<file path="src/mrac_pkg.sv">
// ----------------------------------------------------------------------------
// mrac_pkg: shared types and constants of the adaptive drive controller
// Register map, register reset values, sequencer step codes and the control
// word of the shared fixed-point multiplier.
// ----------------------------------------------------------------------------
package mrac_pkg;

  localparam int CFG_IDX_W  = 3;
  localparam int CFG_DATA_W = 31;
  localparam int CFG_GAIN_W = 31;
  localparam int CFG_TS_W   = 17;

  typedef enum logic [CFG_IDX_W-1:0] {
    CFG_GAIN_VEL  = 3'd0,
    CFG_GAIN_ACC  = 3'd1,
    CFG_GAIN_FRIC = 3'd2,
    CFG_LEAK_VEL  = 3'd3,
    CFG_LEAK_ACC  = 3'd4,
    CFG_LEAK_FRIC = 3'd5,
    CFG_PERIOD    = 3'd6
  } cfg_idx_t;

  localparam logic [CFG_GAIN_W-1:0] GAIN_VEL_RST  = 31'd327680;
  localparam logic [CFG_GAIN_W-1:0] GAIN_ACC_RST  = 31'd131072;
  localparam logic [CFG_GAIN_W-1:0] GAIN_FRIC_RST = 31'd196608;
  localparam logic [CFG_GAIN_W-1:0] LEAK_RST      = 31'd1966080;
  localparam logic [CFG_TS_W-1:0]   PERIOD_RST    = 17'd655;

  // stored gains are clamped to +/- this many units
  localparam int GAIN_LIMIT = 5;

  // one step per product, in issue order
  typedef enum logic [3:0] {
    STEP_PA = 4'd0,   // k1 * v
    STEP_PB = 4'd1,   // k2 * r, drive formed
    STEP_PC = 4'd2,   // Ts/2 * (r + r_prev), model velocity
    STEP_K1 = 4'd3,   // unclamped gains
    STEP_K2 = 4'd4,
    STEP_K3 = 4'd5,
    STEP_Q1 = 4'd6,   // adaptation gain * e
    STEP_Q2 = 4'd7,
    STEP_Q3 = 4'd8,
    STEP_T1 = 4'd9,   // (g * e) * v
    STEP_T2 = 4'd10,  // (g * e) * r
    STEP_L1 = 4'd11,  // leak * k, integrator update
    STEP_L2 = 4'd12,
    STEP_L3 = 4'd13
  } step_t;

  typedef enum logic [3:0] {
    ST_IDLE  = 4'b0001,
    ST_ISSUE = 4'b0010,
    ST_RUN   = 4'b0100,
    ST_HOLD  = 4'b1000
  } state_t;

  typedef enum logic [3:0] {
    M_IDLE = 4'b0001,
    M_HI   = 4'b0010,
    M_LO   = 4'b0100,
    M_FIN  = 4'b1000
  } mul_state_t;

  typedef struct packed {
    logic start;
    logic half;   // extra right shift for a Ts/2 factor
  } mul_ctl_t;

  // magnitude width the multiplier must carry: data sums or gain registers
  function automatic int mag_width(input int dw);
    return (dw + 1 > CFG_GAIN_W) ? dw + 1 : CFG_GAIN_W;
  endfunction

endpackage

</file>
<file path="src/mrac_in_if.sv">
// ----------------------------------------------------------------------------
// mrac_in_if: sample channel
// Measured velocity and desired acceleration with a valid/ready handshake.
// ----------------------------------------------------------------------------
interface mrac_in_if #(parameter int DATA_WIDTH = 32) ();
  logic                         valid;
  logic                         ready;
  logic signed [DATA_WIDTH-1:0] velocity;
  logic signed [DATA_WIDTH-1:0] desired_accel;

  modport source (output valid, output velocity, output desired_accel, input ready);
  modport sink   (input valid, input velocity, input desired_accel, output ready);
endinterface

</file>
<file path="src/mrac_out_if.sv">
// ----------------------------------------------------------------------------
// mrac_out_if: drive command channel
// Saturated actuator drive with a valid/ready handshake.
// ----------------------------------------------------------------------------
interface mrac_out_if #(parameter int DATA_WIDTH = 32) ();
  logic                         valid;
  logic                         ready;
  logic signed [DATA_WIDTH-1:0] drive;

  modport source (output valid, output drive, input ready);
  modport sink   (input valid, input drive, output ready);
endinterface

</file>
<file path="src/mrac_cfg_if.sv">
// ----------------------------------------------------------------------------
// mrac_cfg_if: register write channel
// Register index and write data with a valid/ready handshake.
// ----------------------------------------------------------------------------
interface mrac_cfg_if ();
  import mrac_pkg::*;

  logic                  valid;
  logic                  ready;
  logic [CFG_IDX_W-1:0]  index;
  logic [CFG_DATA_W-1:0] data;

  modport source (output valid, output index, output data, input ready);
  modport sink   (input valid, input index, input data, output ready);
endinterface

</file>
<file path="src/mrac_drive_controller.sv">
// ----------------------------------------------------------------------------
// mrac_drive_controller: adaptive drive controller
// Model-reference adaptive drive law with leaky trapezoidal gain integrators.
// ----------------------------------------------------------------------------
// Each sample transaction (velocity, desired acceleration) produces one drive
// transaction u = k1*v + k2*r + k3*sign(v) from the gains of the previous
// sample; the block then advances the reference-model velocity, the three
// leaky gain integrators and the clamped gains. All fourteen products of a
// sample go one after another through a single shared multiplier, so a new sample
// is accepted only once the previous one has finished all its products and its drive
// has been loaded into the output register.
// A sample can be accepted while the previous drive still waits at the output.
// Register writes are taken every cycle.
module mrac_drive_controller #(
  parameter int DATA_WIDTH = 32,
  parameter int FRAC_BITS  = 16
) (
  input logic     clk,
  input logic     rst_n,
  mrac_in_if.sink   in_ch,
  mrac_out_if.source out_ch,
  mrac_cfg_if.sink  cfg_ch
);
  import mrac_pkg::*;

  localparam int W    = DATA_WIDTH;
  localparam int SW   = DATA_WIDTH + 2;
  localparam int OPW  = mag_width(DATA_WIDTH) + 1;
  localparam longint DMAX    = (longint'(1) <<< (W - 1)) - 1;
  localparam longint LIM_RAW = longint'(GAIN_LIMIT) <<< FRAC_BITS;
  localparam logic signed [W-1:0] GAIN_LIM = W'((LIM_RAW > DMAX) ? DMAX : LIM_RAW);
  localparam logic signed [SW-1:0] SUM_MAX = {3'b000, {(W-1){1'b1}}};
  localparam logic signed [SW-1:0] SUM_MIN = {3'b111, {(W-1){1'b0}}};

  function automatic logic signed [W-1:0] sat_w(input logic signed [SW-1:0] x);
    if (x > SUM_MAX) return SUM_MAX[W-1:0];
    if (x < SUM_MIN) return SUM_MIN[W-1:0];
    return x[W-1:0];
  endfunction

  function automatic logic signed [W-1:0] sign_times(input logic signed [W-1:0] v,
                                                     input logic signed [W-1:0] x);
    if (v[W-1]) return sat_w(-SW'(x));
    if (v != '0) return x;
    return '0;
  endfunction

  function automatic logic signed [W-1:0] clamp_gain(input logic signed [W-1:0] x);
    if (x > GAIN_LIM) return GAIN_LIM;
    if (x < -GAIN_LIM) return -GAIN_LIM;
    return x;
  endfunction

  // configuration
  logic [CFG_GAIN_W-1:0] adapt_r [3];
  logic [CFG_GAIN_W-1:0] leak_r  [3];
  logic [CFG_TS_W-1:0]   ts_r;

  // controller state
  state_t                state_r, state_nxt;
  step_t                 step_r, step_nxt, issue_step;
  logic signed [W-1:0]   integ_now_r  [3];
  logic signed [W-1:0]   integ_prev_r [3];
  logic signed [W-1:0]   gain_r       [3];
  logic signed [W-1:0]   rp_r;
  logic signed [W-1:0]   vm_r;

  // per-sample working values
  logic signed [W-1:0]   v_r, r_r, pa_r, u_r, e_r;
  logic signed [W-1:0]   k_r [3];
  logic signed [W-1:0]   q_r [3];

  logic                  out_valid_r, out_valid_nxt;
  logic signed [W-1:0]   out_drive_r;

  mul_ctl_t              mul_ctl;
  logic signed [OPW-1:0] op_a, op_b;
  logic                  mul_done;
  logic signed [W-1:0]   mul_result;

  logic accept, wb_en, last_wb, out_free, out_load, issue;

  assign accept   = in_ch.valid && in_ch.ready;
  assign in_ch.ready = (state_r == ST_IDLE);
  assign wb_en    = (state_r == ST_RUN) && mul_done;
  assign last_wb  = wb_en && (step_r == STEP_L3);
  assign out_free = !out_valid_r || out_ch.ready;
  assign out_load = out_free && (last_wb || state_r == ST_HOLD);
  assign issue    = (state_r == ST_ISSUE) || (wb_en && step_r != STEP_L3);
  assign issue_step = (state_r == ST_ISSUE) ? step_r : step_t'(step_r + 1'b1);

  // ---------------- register writes ----------------
  assign cfg_ch.ready = 1'b1;

  always_ff @(posedge clk) begin
    if (!rst_n) begin
      adapt_r[0] <= GAIN_VEL_RST;
      adapt_r[1] <= GAIN_ACC_RST;
      adapt_r[2] <= GAIN_FRIC_RST;
      leak_r[0]  <= LEAK_RST;
      leak_r[1]  <= LEAK_RST;
      leak_r[2]  <= LEAK_RST;
      ts_r       <= PERIOD_RST;
    end else if (cfg_ch.valid) begin
      case (cfg_idx_t'(cfg_ch.index))
        CFG_GAIN_VEL:  adapt_r[0] <= cfg_ch.data[CFG_GAIN_W-1:0];
        CFG_GAIN_ACC:  adapt_r[1] <= cfg_ch.data[CFG_GAIN_W-1:0];
        CFG_GAIN_FRIC: adapt_r[2] <= cfg_ch.data[CFG_GAIN_W-1:0];
        CFG_LEAK_VEL:  leak_r[0]  <= cfg_ch.data[CFG_GAIN_W-1:0];
        CFG_LEAK_ACC:  leak_r[1]  <= cfg_ch.data[CFG_GAIN_W-1:0];
        CFG_LEAK_FRIC: leak_r[2]  <= cfg_ch.data[CFG_GAIN_W-1:0];
        CFG_PERIOD:    ts_r       <= cfg_ch.data[CFG_TS_W-1:0];
        default: ;
      endcase
    end
  end

  // ---------------- operand select ----------------
  always_comb begin
    op_a = '0;
    op_b = '0;
    mul_ctl.half = 1'b0;
    case (issue_step)
      STEP_PA: begin op_a = OPW'(gain_r[0]); op_b = OPW'(v_r); end
      STEP_PB: begin op_a = OPW'(gain_r[1]); op_b = OPW'(r_r); end
      STEP_PC: begin
        op_a = OPW'(ts_r);
        op_b = OPW'(SW'(r_r) + SW'(rp_r));
        mul_ctl.half = 1'b1;
      end
      STEP_K1: begin
        op_a = OPW'(SW'(integ_now_r[0]) + SW'(integ_prev_r[0]));
        op_b = OPW'(ts_r);
        mul_ctl.half = 1'b1;
      end
      STEP_K2: begin
        op_a = OPW'(SW'(integ_now_r[1]) + SW'(integ_prev_r[1]));
        op_b = OPW'(ts_r);
        mul_ctl.half = 1'b1;
      end
      STEP_K3: begin
        op_a = OPW'(SW'(integ_now_r[2]) + SW'(integ_prev_r[2]));
        op_b = OPW'(ts_r);
        mul_ctl.half = 1'b1;
      end
      STEP_Q1: begin op_a = OPW'(adapt_r[0]); op_b = OPW'(e_r); end
      STEP_Q2: begin op_a = OPW'(adapt_r[1]); op_b = OPW'(e_r); end
      STEP_Q3: begin op_a = OPW'(adapt_r[2]); op_b = OPW'(e_r); end
      STEP_T1: begin op_a = OPW'(q_r[0]); op_b = OPW'(v_r); end
      STEP_T2: begin op_a = OPW'(q_r[1]); op_b = OPW'(r_r); end
      STEP_L1: begin op_a = OPW'(leak_r[0]); op_b = OPW'(k_r[0]); end
      STEP_L2: begin op_a = OPW'(leak_r[1]); op_b = OPW'(k_r[1]); end
      STEP_L3: begin op_a = OPW'(leak_r[2]); op_b = OPW'(k_r[2]); end
      default: ;
    endcase
    mul_ctl.start = issue;
  end

  mrac_fxmul #(
    .DATA_WIDTH (DATA_WIDTH),
    .FRAC_BITS  (FRAC_BITS)
  ) u_fxmul (
    .clk    (clk),
    .rst_n  (rst_n),
    .ctl    (mul_ctl),
    .op_a   (op_a),
    .op_b   (op_b),
    .done   (mul_done),
    .result (mul_result)
  );

  // ---------------- sequencer ----------------
  always_comb begin
    state_nxt     = state_r;
    step_nxt      = step_r;
    out_valid_nxt = out_valid_r;
    if (out_ch.ready) out_valid_nxt = 1'b0;
    if (out_load) out_valid_nxt = 1'b1;
    case (state_r)
      ST_IDLE: begin
        if (accept) begin
          state_nxt = ST_ISSUE;
          step_nxt  = STEP_PA;
        end
      end
      ST_ISSUE: state_nxt = ST_RUN;
      ST_RUN: begin
        if (last_wb) state_nxt = out_free ? ST_IDLE : ST_HOLD;
        else if (wb_en) step_nxt = step_t'(step_r + 1'b1);
      end
      ST_HOLD: if (out_free) state_nxt = ST_IDLE;
      default: state_nxt = ST_IDLE;
    endcase
  end

  always_ff @(posedge clk) begin
    if (!rst_n) begin
      state_r     <= ST_IDLE;
      step_r      <= STEP_PA;
      out_valid_r <= 1'b0;
      rp_r        <= '0;
      vm_r        <= '0;
      for (int i = 0; i < 3; i++) begin
        integ_now_r[i]  <= '0;
        integ_prev_r[i] <= '0;
        gain_r[i]       <= '0;
      end
    end else begin
      state_r     <= state_nxt;
      step_r      <= step_nxt;
      out_valid_r <= out_valid_nxt;
      if (wb_en) begin
        case (step_r)
          STEP_PC: begin
            vm_r <= sat_w(SW'(vm_r) + SW'(mul_result));
            rp_r <= r_r;
          end
          STEP_L1: begin
            integ_prev_r[0] <= integ_now_r[0];
            integ_now_r[0]  <= sat_w(SW'(integ_now_r[0]) + SW'(q_r[0]) - SW'(mul_result));
            gain_r[0]       <= clamp_gain(k_r[0]);
          end
          STEP_L2: begin
            integ_prev_r[1] <= integ_now_r[1];
            integ_now_r[1]  <= sat_w(SW'(integ_now_r[1]) + SW'(q_r[1]) - SW'(mul_result));
            gain_r[1]       <= clamp_gain(k_r[1]);
          end
          STEP_L3: begin
            integ_prev_r[2] <= integ_now_r[2];
            integ_now_r[2]  <= sat_w(SW'(integ_now_r[2]) + SW'(sign_times(v_r, q_r[2]))
                                     - SW'(mul_result));
            gain_r[2]       <= clamp_gain(k_r[2]);
          end
          default: ;
        endcase
      end
    end
  end

  // working values, no reset needed
  always_ff @(posedge clk) begin
    if (accept) begin
      v_r <= in_ch.velocity;
      r_r <= in_ch.desired_accel;
    end
    if (wb_en) begin
      case (step_r)
        STEP_PA: pa_r <= mul_result;
        STEP_PB: u_r  <= sat_w(SW'(pa_r) + SW'(mul_result) + SW'(sign_times(v_r, gain_r[2])));
        STEP_K1: begin
          k_r[0] <= mul_result;
          e_r    <= sat_w(SW'(v_r) - SW'(vm_r));   // model velocity already advanced
        end
        STEP_K2: k_r[1] <= mul_result;
        STEP_K3: k_r[2] <= mul_result;
        STEP_Q1: q_r[0] <= mul_result;
        STEP_Q2: q_r[1] <= mul_result;
        STEP_Q3: q_r[2] <= mul_result;
        STEP_T1: q_r[0] <= mul_result;
        STEP_T2: q_r[1] <= mul_result;
        default: ;
      endcase
    end
    if (out_load) out_drive_r <= u_r;
  end

  assign out_ch.valid = out_valid_r;
  assign out_ch.drive = out_drive_r;

endmodule

</file>
<file path="src/mrac_fxmul.sv">
// ----------------------------------------------------------------------------
// mrac_fxmul: shared fixed-point multiplier
// Sign-magnitude product built from two partial products in the M_HI and M_LO states,
// then shifted right by FRAC_BITS (or FRAC_BITS+1), truncated toward zero
// and saturated to the data range; the result is registered in M_FIN.
// ----------------------------------------------------------------------------
module mrac_fxmul #(
  parameter int DATA_WIDTH = 32,
  parameter int FRAC_BITS  = 16
) (
  input  logic                         clk,
  input  logic                         rst_n,
  input  mrac_pkg::mul_ctl_t           ctl,
  input  logic signed [mrac_pkg::mag_width(DATA_WIDTH):0] op_a,
  input  logic signed [mrac_pkg::mag_width(DATA_WIDTH):0] op_b,
  output logic                         done,
  output logic signed [DATA_WIDTH-1:0] result
);
  import mrac_pkg::*;

  localparam int MAGW = mag_width(DATA_WIDTH);
  localparam int OPW  = MAGW + 1;
  localparam int DIG  = (MAGW + 1) / 2;
  localparam int MBW  = 2 * DIG;
  localparam int PW   = MAGW + MBW;
  localparam logic [PW-1:0] QMAX = {{(PW-DATA_WIDTH+1){1'b0}}, {(DATA_WIDTH-1){1'b1}}};
  localparam logic [PW-1:0] QMIN = QMAX + 1'b1;

  mul_state_t             state_r, state_nxt;
  logic [MAGW-1:0]        ma_r;
  logic [MBW-1:0]         mb_r;
  logic [PW-1:0]          acc_r;
  logic                   neg_r;
  logic                   half_r;
  logic                   done_r;
  logic [DATA_WIDTH-1:0]  result_r;

  logic [OPW-1:0]         abs_a, abs_b;
  logic [MAGW+DIG-1:0]    pp;
  logic [PW-1:0]          q;
  logic [DATA_WIDTH-1:0]  q_sat;

  assign abs_a = op_a[OPW-1] ? (~op_a + 1'b1) : op_a;
  assign abs_b = op_b[OPW-1] ? (~op_b + 1'b1) : op_b;
  assign pp    = ma_r * mb_r[MBW-1 -: DIG];

  always_comb begin
    q = half_r ? (acc_r >> (FRAC_BITS + 1)) : (acc_r >> FRAC_BITS);
    if (neg_r) begin
      q_sat = (q > QMIN) ? QMIN[DATA_WIDTH-1:0] : -q[DATA_WIDTH-1:0];
    end else begin
      q_sat = (q > QMAX) ? QMAX[DATA_WIDTH-1:0] : q[DATA_WIDTH-1:0];
    end
  end

  always_comb begin
    state_nxt = state_r;
    case (state_r)
      M_IDLE:  state_nxt = M_IDLE;
      M_HI:    state_nxt = M_LO;
      M_LO:    state_nxt = M_FIN;
      M_FIN:   state_nxt = M_IDLE;
      default: state_nxt = M_IDLE;
    endcase
    if (ctl.start) state_nxt = M_HI;
  end

  always_ff @(posedge clk) begin
    if (!rst_n) begin
      state_r <= M_IDLE;
      done_r  <= 1'b0;
    end else begin
      state_r <= state_nxt;
      done_r  <= (state_r == M_FIN);
    end
  end

  always_ff @(posedge clk) begin
    if (ctl.start) begin
      ma_r   <= abs_a[MAGW-1:0];
      mb_r   <= MBW'(abs_b[MAGW-1:0]);
      acc_r  <= '0;
      neg_r  <= op_a[OPW-1] ^ op_b[OPW-1];
      half_r <= ctl.half;
    end else if (state_r == M_HI || state_r == M_LO) begin
      acc_r <= {acc_r[PW-DIG-1:0], {DIG{1'b0}}} + PW'(pp);
      mb_r  <= {mb_r[MBW-DIG-1:0], {DIG{1'b0}}};
    end
    if (state_r == M_FIN) result_r <= q_sat;
  end

  assign done   = done_r;
  assign result = result_r;

endmodule

</file>
<file path="src/flat_wrapper.sv">
// flat-port wrapper written by rule: the top's interface ports become plain ports
module mrac_drive_controller_flat import mrac_pkg::*;
#(
  parameter int DATA_WIDTH = 32,
  parameter int FRAC_BITS  = 16
)
  (clk, rst_n, in_ch_valid, in_ch_velocity, in_ch_desired_accel, in_ch_ready, out_ch_valid, out_ch_drive, out_ch_ready, cfg_ch_valid, cfg_ch_index, cfg_ch_data, cfg_ch_ready);
  mrac_in_if #(.DATA_WIDTH(DATA_WIDTH)) in_ch_i ();
  mrac_out_if #(.DATA_WIDTH(DATA_WIDTH)) out_ch_i ();
  mrac_cfg_if cfg_ch_i ();
  input logic clk;
  input logic rst_n;
  input wire logic [$bits(in_ch_i.valid)-1:0] in_ch_valid;
  input wire logic [$bits(in_ch_i.velocity)-1:0] in_ch_velocity;
  input wire logic [$bits(in_ch_i.desired_accel)-1:0] in_ch_desired_accel;
  output wire logic [$bits(in_ch_i.ready)-1:0] in_ch_ready;
  output wire logic [$bits(out_ch_i.valid)-1:0] out_ch_valid;
  output wire logic [$bits(out_ch_i.drive)-1:0] out_ch_drive;
  input wire logic [$bits(out_ch_i.ready)-1:0] out_ch_ready;
  input wire logic [$bits(cfg_ch_i.valid)-1:0] cfg_ch_valid;
  input wire logic [$bits(cfg_ch_i.index)-1:0] cfg_ch_index;
  input wire logic [$bits(cfg_ch_i.data)-1:0] cfg_ch_data;
  output wire logic [$bits(cfg_ch_i.ready)-1:0] cfg_ch_ready;
  assign in_ch_i.valid = in_ch_valid;
  assign in_ch_i.velocity = in_ch_velocity;
  assign in_ch_i.desired_accel = in_ch_desired_accel;
  assign in_ch_ready = in_ch_i.ready;
  assign out_ch_valid = out_ch_i.valid;
  assign out_ch_drive = out_ch_i.drive;
  assign out_ch_i.ready = out_ch_ready;
  assign cfg_ch_i.valid = cfg_ch_valid;
  assign cfg_ch_i.index = cfg_ch_index;
  assign cfg_ch_i.data = cfg_ch_data;
  assign cfg_ch_ready = cfg_ch_i.ready;
  mrac_drive_controller #(.DATA_WIDTH(DATA_WIDTH), .FRAC_BITS(FRAC_BITS)) u_core (.clk(clk), .rst_n(rst_n), .in_ch(in_ch_i), .out_ch(out_ch_i), .cfg_ch(cfg_ch_i));
endmodule
</file>
<file path="config.mk">
export PLATFORM = sky130hd
export DESIGN_NAME = mrac_drive_controller_flat
export DESIGN_NICKNAME = d
export VERILOG_FILES = /design/src/mrac_pkg.sv /design/src/mrac_in_if.sv /design/src/mrac_out_if.sv /design/src/mrac_cfg_if.sv /design/src/mrac_drive_controller.sv /design/src/mrac_fxmul.sv /design/src/flat_wrapper.sv
export SDC_FILE = /design/constraint.sdc
export NUM_CORES = 2
export LEC_CHECK = 0
export BUFFER_PORTS_ARGS = -buffer_cell sky130_fd_sc_hd__buf_2
export CAP_MARGIN = 25
export CORE_MARGIN = 5
export CORE_UTILIZATION = 59
export CTS_CLUSTER_DIAMETER = 200
export CTS_CLUSTER_SIZE = 16
export DETAILED_ROUTE_END_ITERATION = 7
export GPL_ROUTABILITY_DRIVEN = 0
export HOLD_SLACK_MARGIN = 0.15
export PLACE_DENSITY = 0.82
export SLEW_MARGIN = 40
export SYNTH_ARGS = -nofsm -noshare
export SYNTH_HDL_FRONTEND = slang
export SYNTH_HIERARCHICAL = 1
export SYNTH_SLANG_ARGS = --single-unit
</file>
<file path="constraint.sdc">
create_clock -name clk -period 8 [get_ports clk]
set_clock_uncertainty 0.2 [all_clocks]
set_input_delay 1.6 -clock clk [delete_from_list [all_inputs] [get_ports clk]]
set_output_delay 1.6 -clock clk [all_outputs]
set_load 0.02 [all_outputs]
</file>
==> results.md <==
- The run finished, with violations left.
- The final reports fail on design-rule violations.
- The share of layout cells above drive strength 1 is under 10%.
- The cell area after synthesis is between 80000 and 90000 sq um.
- The total DRC errors in the routed layout is 132.
- The required time at the worst-slack endpoint is approximately 8 ns.
- Summed over all nets, the switching power comes to 7500 uW.
- The average size of a mapped cell is slightly below 10 sq um.
- Counting I/O delays and the setup requirement, the final critical path takes 7.74 ns.
- Across all register-to-register paths, the minimum setup slack is approximately 0.26 ns.
- The count of antenna-violating nets left after detailed routing is 0.
- The wire length of the first global-routing pass is between 400000 and 500000 um.
- The number of unique standard cell types used by synthesis is 100.
- The count of flip-flops with a built-in enable after synthesis is 958.
- Summing all placed instances gives a cell area of between 80000 and 90000 sq um.
- The die area is 153000 sq um.
- The clock passes through at most 3 buffers.
- The count of endpoints failing hold in the final timing report is 0.
- The ratio of routed vias to standard cells is between 6 and 7.
- After detailed routing, the average wire length per cell comes to 26.2 um.
- Entering global routing, the biggest net connects slightly above 90 pins.
- The region available for standard cell placement spans roughly 140000 sq um.
- The worst IR drop on VDD is 0.000348 V.
- The final critical-path share of the clock period is between 90% and 100%.
- The H-tree depth is 3.
- The number of standard cells after synthesis is around 8600.
- Global routing used 35.7% of the available tracks across all layers.
- Sequential cells account for a little over a third of the total power.
- The power per unit of standard cell area is 208 nW/um^2.
- The count of endpoints failing setup in the final report is 0.
- The most common flop cell mapped by yosys is sky130_fd_sc_hd__edfxtp_1.
- The core utilization of the finished layout is approximately 64%.
- After clock tree synthesis, the clock-pin slew on the worst setup and hold paths is around 0.07 ns.
- For this configuration, the core starts out at a cell density of slightly below 60%.
- The via count is between 70000 and 80000.
- The root buffer cell chosen for the clock tree is sky130_fd_sc_hd__clkbuf_16.
- Timing would allow up to ~130 MHz.
- The number of buffers added by the clock tree synthesis step is 80.
- Across the run, the number of max-cap violations was 0.
- In this run the core area contains around 140 standard-cell rows.
- The internal power consumption is around 12000 uW.
- For this run, the number of Yosys warnings is 6.
- The sequential fraction of the synthesis area is 37.4%.
- The number of buffers inserted by port buffering is around 140.
- The clock net in this run drives a total of ~1100 sinks.
- TritonCTS built the clock tree.
- Measured along the y axis, the die boundary spans slightly below 400 um.
- After the first detailed-routing iteration, the DRC count stood at around 11000.
- The number of fill cells in the layout is around 11000.
- Data on the critical path arrives at its endpoint at just under 8 ns.
- The number of nets produced by synthesis is a little under 10000.
- Of all flip-flops after synthesis, the portion carrying an async set or reset was 0%.
- The worst-margin pin slew is ~0.97 ns.
- The estimated wirelength of the detail-placed design is ~210000 um.
- The fraction of power consumed by combinational cells is 43.2%.
- The type of the setup path with the least slack is reg2reg.
- In this run switching power makes up between 30 and 40% of total power.
- The number of nets in the layout is between 9000 and 10000.
- The final wirelength is about 280000 um.
- Before antenna repair, the detailed router went through 8 iterations.
- The number of global-route vias before repair was ~70000.
- In this run, synthesis produced a sequential element count of 1121.
- The max-slew violation count is 0.
- The signed area change from the synthesized netlist to the final layout is 6.72%.
- The proportion of power drawn by the clock network is between 20% and 30%.
- The worst-path maximum fanout is 31.
- The critical path startpoint category is a register.
- The endpoint type of the worst setup path is a register.
- The insertion delay of the later-clocked pin in the worst-skew pair is around 0.75 ns.
- The kind of path behind the tightest hold check is reg2reg.
- The worst slew margin relative to its limit is a little over a third.
- In this run the static leakage power is slightly below 0.04 uW.
- The die is between 300 and 400 um wide.
- The top-level I/O count is ~140.
- The hold buffer count at CTS is 0.
- Summing all non-filler instances in the final layout gives an area of around 90000 sq um.
- The initial antenna violation count is 16.
- The total global routing overflow is 0.
## layer usage
layer	vias up	routed length, um	part of all wire, %	global-route usage, %
met5	-	0	0	0.533
met4	0	30400	11	30.0
met3	1441	38000	14	11.2
met2	5292	120000	43	53.7
met1	33800	90900	33	41.9
li1	30300	-	-	-
## worst max-delay path, cell delays in order, from the launching register on
cell and delay (ns):
sky130_fd_sc_hd__dfxtp_1 0.38, sky130_fd_sc_hd__or4b_2 0.85, sky130_fd_sc_hd__nand2_1 0.16, sky130_fd_sc_hd__mux2i_1 0.10, sky130_fd_sc_hd__a21oi_1 0.71, sky130_fd_sc_hd__buf_4 0.31, sky130_fd_sc_hd__nor2_4 0.16, sky130_fd_sc_hd__buf_8 0.22
sky130_fd_sc_hd__buf_4 0.27, sky130_fd_sc_hd__a222oi_1 0.43, sky130_fd_sc_hd__o21ai_0 0.26, sky130_fd_sc_hd__a221oi_1 0.27, sky130_fd_sc_hd__nand2_1 0.15, sky130_fd_sc_hd__nor4_2 0.39, sky130_fd_sc_hd__nand3_1 0.15, sky130_fd_sc_hd__or4_4 0.46
sky130_fd_sc_hd__or3_4 0.41, sky130_fd_sc_hd__or4_4 0.47, sky130_fd_sc_hd__o31ai_2 0.22, sky130_fd_sc_hd__xor2_1 0.11, sky130_fd_sc_hd__a21oi_1 0.72
## placed cells by master, fill, tap and decap left out, types with 45 or more instances in the layout
| cell | count |
|---|---|
| sky130_fd_sc_hd__o21bai_1 | 45 |
| sky130_fd_sc_hd__a222oi_1 | 84 |
| sky130_fd_sc_hd__clkbuf_16 | 80 |
| sky130_fd_sc_hd__a221oi_1 | 103 |
| sky130_fd_sc_hd__a211oi_1 | 62 |
| sky130_fd_sc_hd__a21oi_1 | 534 |
| sky130_fd_sc_hd__nand2_1 | 912 |
| sky130_fd_sc_hd__nand4_1 | 83 |
| sky130_fd_sc_hd__inv_1 | 1083 |
| sky130_fd_sc_hd__o21ai_0 | 507 |
| sky130_fd_sc_hd__buf_2 | 137 |
| sky130_fd_sc_hd__o21a_1 | 85 |
| sky130_fd_sc_hd__nor4_1 | 52 |
| sky130_fd_sc_hd__ha_1 | 481 |
| sky130_fd_sc_hd__nand2b_1 | 79 |
| sky130_fd_sc_hd__a22o_1 | 59 |
| sky130_fd_sc_hd__o31ai_1 | 52 |
| sky130_fd_sc_hd__xor2_1 | 141 |
| sky130_fd_sc_hd__buf_4 | 156 |
| sky130_fd_sc_hd__dfxtp_1 | 163 |
| sky130_fd_sc_hd__nand3_1 | 136 |
| sky130_fd_sc_hd__xnor2_1 | 249 |
| sky130_fd_sc_hd__a21o_1 | 203 |
| sky130_fd_sc_hd__a22oi_1 | 100 |
| sky130_fd_sc_hd__edfxtp_1 | 958 |
| sky130_fd_sc_hd__and3_1 | 90 |
| sky130_fd_sc_hd__nor2b_1 | 56 |
| sky130_fd_sc_hd__and2_1 | 371 |
| sky130_fd_sc_hd__nor3_1 | 78 |
| sky130_fd_sc_hd__nor2_1 | 346 |
| sky130_fd_sc_hd__fa_1 | 632 |
| sky130_fd_sc_hd__a31oi_1 | 48 |
## metrics by stage
| step | hold slack (ns) | instances | setup TNS, ns | total power, uW | setup slack, ns |
|---|---|---|---|---|---|
| 2_1_floorplan | 0.200 | 8642 | 0 | 12400 | 0.407 |
| 3_3_place_gp | 0.201 | 10500 | 0 | 14600 | 0.545 |
| 3_5_place_dp | 0.205 | 10500 | 0 | 14800 | 0.258 |
| 4_1_cts | 0.222 | 10600 | 0 | 18800 | 0.243 |
| 5_1_grt | 0.232 | 10600 | -0.413 | 19900 | -0.0683 |
| 6_report | 0.210 | 10600 | 0 | 19000 | 0.259 |
## what timing repair did
item | in CTS | in global routing
setup buffers | 0 | 1
gates resized for setup | 0 | 13
setup endpoints to repair | 0 | 64
## path summary, 6_finish.rpt
kind | cells after the start | endpoint | startpoint
setup reg to reg | 20 | u_core/u_fxmul/mb_r[32]$_DFFE_PN_ | u_core/state_r[3]$_SDFFE_PN0P_
hold reg to reg | 0 | u_core/out_ch.drive[12]$_DFFE_PP_ | u_core/u_r[12]$_SDFFCE_PN1P_
setup / recovery | 20 | u_core/u_fxmul/mb_r[32]$_DFFE_PN_ | u_core/state_r[3]$_SDFFE_PN0P_
hold / removal | 0 | u_core/out_ch.drive[12]$_DFFE_PP_ | u_core/u_r[12]$_SDFFCE_PN1P_
## sequential cells by signal (all words and copies together) (netlist names), 4 cells and up
register	count
u_core/rp_r	32
u_core/leak_r	93
u_core/state_r	4
u_core/u_r	32
u_core/adapt_r	93
u_core/out_ch.drive	32
u_core/integ_now_r	96
u_core/u_fxmul/ma_r	33
u_core/v_r	32
u_core/k_r	96
u_core/pa_r	32
u_core/gain_r	96
u_core/r_r	32
u_core/u_fxmul/mb_r	34
u_core/integ_prev_r	96
u_core/ts_r	17
u_core/u_fxmul/acc_r	67
u_core/u_fxmul/result	32
u_core/vm_r	32
u_core/step_r	4
u_core/q_r	96
u_core/e_r	32
u_core/u_fxmul/state_r	4
## cells in the mapped netlist, drive strengths merged, types with 39 or more instances
| master | n | area, sq um |
|---|---|---|
| xnor2 | 250 | 2190 |
| nand4 | 83 | 519 |
| o21a | 85 | 638 |
| xor2 | 141 | 1230 |
| and2 | 375 | 2350 |
| o21bai | 46 | 345 |
| ha | 481 | 6020 |
| a22o | 60 | 527 |
| nor2b | 56 | 350 |
| nor2 | 364 | 1370 |
| nand3 | 137 | 686 |
| nand2 | 915 | 3440 |
| and3 | 92 | 581 |
| a21o | 203 | 1520 |
| inv | 1084 | 4070 |
| nor4 | 55 | 350 |
| nor3 | 82 | 415 |
| a21oi | 535 | 2680 |
| a31oi | 49 | 307 |
| a211oi | 65 | 493 |
| o31ai | 59 | 467 |
| dfxtp | 163 | 3260 |
| a22oi | 100 | 751 |
| a221oi | 103 | 902 |
| fa | 632 | 12700 |
| or3 | 39 | 264 |
| edfxtp | 958 | 28800 |
| clkbuf | 354 | 1330 |
| nand2b | 81 | 507 |
| o21ai | 531 | 2660 |
| a222oi | 84 | 841 |
## power by group through the flow
stage	logic (uW)	registers [uW]	clock network (uW)
floorplan	5650	6790	0
global placement	7720	6880	0
detailed placement	7890	6890	0
CTS	7970	6760	4030
global route	8860	6780	4260
finish	8200	6770	4040
## cell families (layout without fill, tap and decap cells)
| logic type | count (synthesis) | after routing | synth area share, % |
|---|---|---|---|
| simple gates | 2382 | 2382 | 13.6 |
| compound gates | 2126 | 2126 | 16.2 |
| buf+inv | 1463 | 1527 | 6.45 |
| fa+ha+maj | 1122 | 1122 | 21.9 |
| flops | 1121 | 1121 | 37.4 |
| xor+xnor | 391 | 391 | 4.00 |
| mux | 36 | 36 | 0.423 |
| other cells | 1 | 23 | 0.00438 |
## cell type report
| class | instances | area, sq um | area share, % |
|---|---|---|---|
| clock inverters | 8 | 144 | 0.157 |
| multi-input cells | 6058 | 48500 | 53.0 |
| diodes | 22 | 55.1 | 0.0602 |
| repair buffers | 312 | 2140 | 2.34 |
| flip-flops and latches | 1121 | 32000 | 35.0 |
| clock buffers | 123 | 2160 | 2.37 |
| well taps | 1903 | 2380 | 2.60 |
| inverters | 1084 | 4070 | 4.45 |
Power figures use the tool's default switching activity.
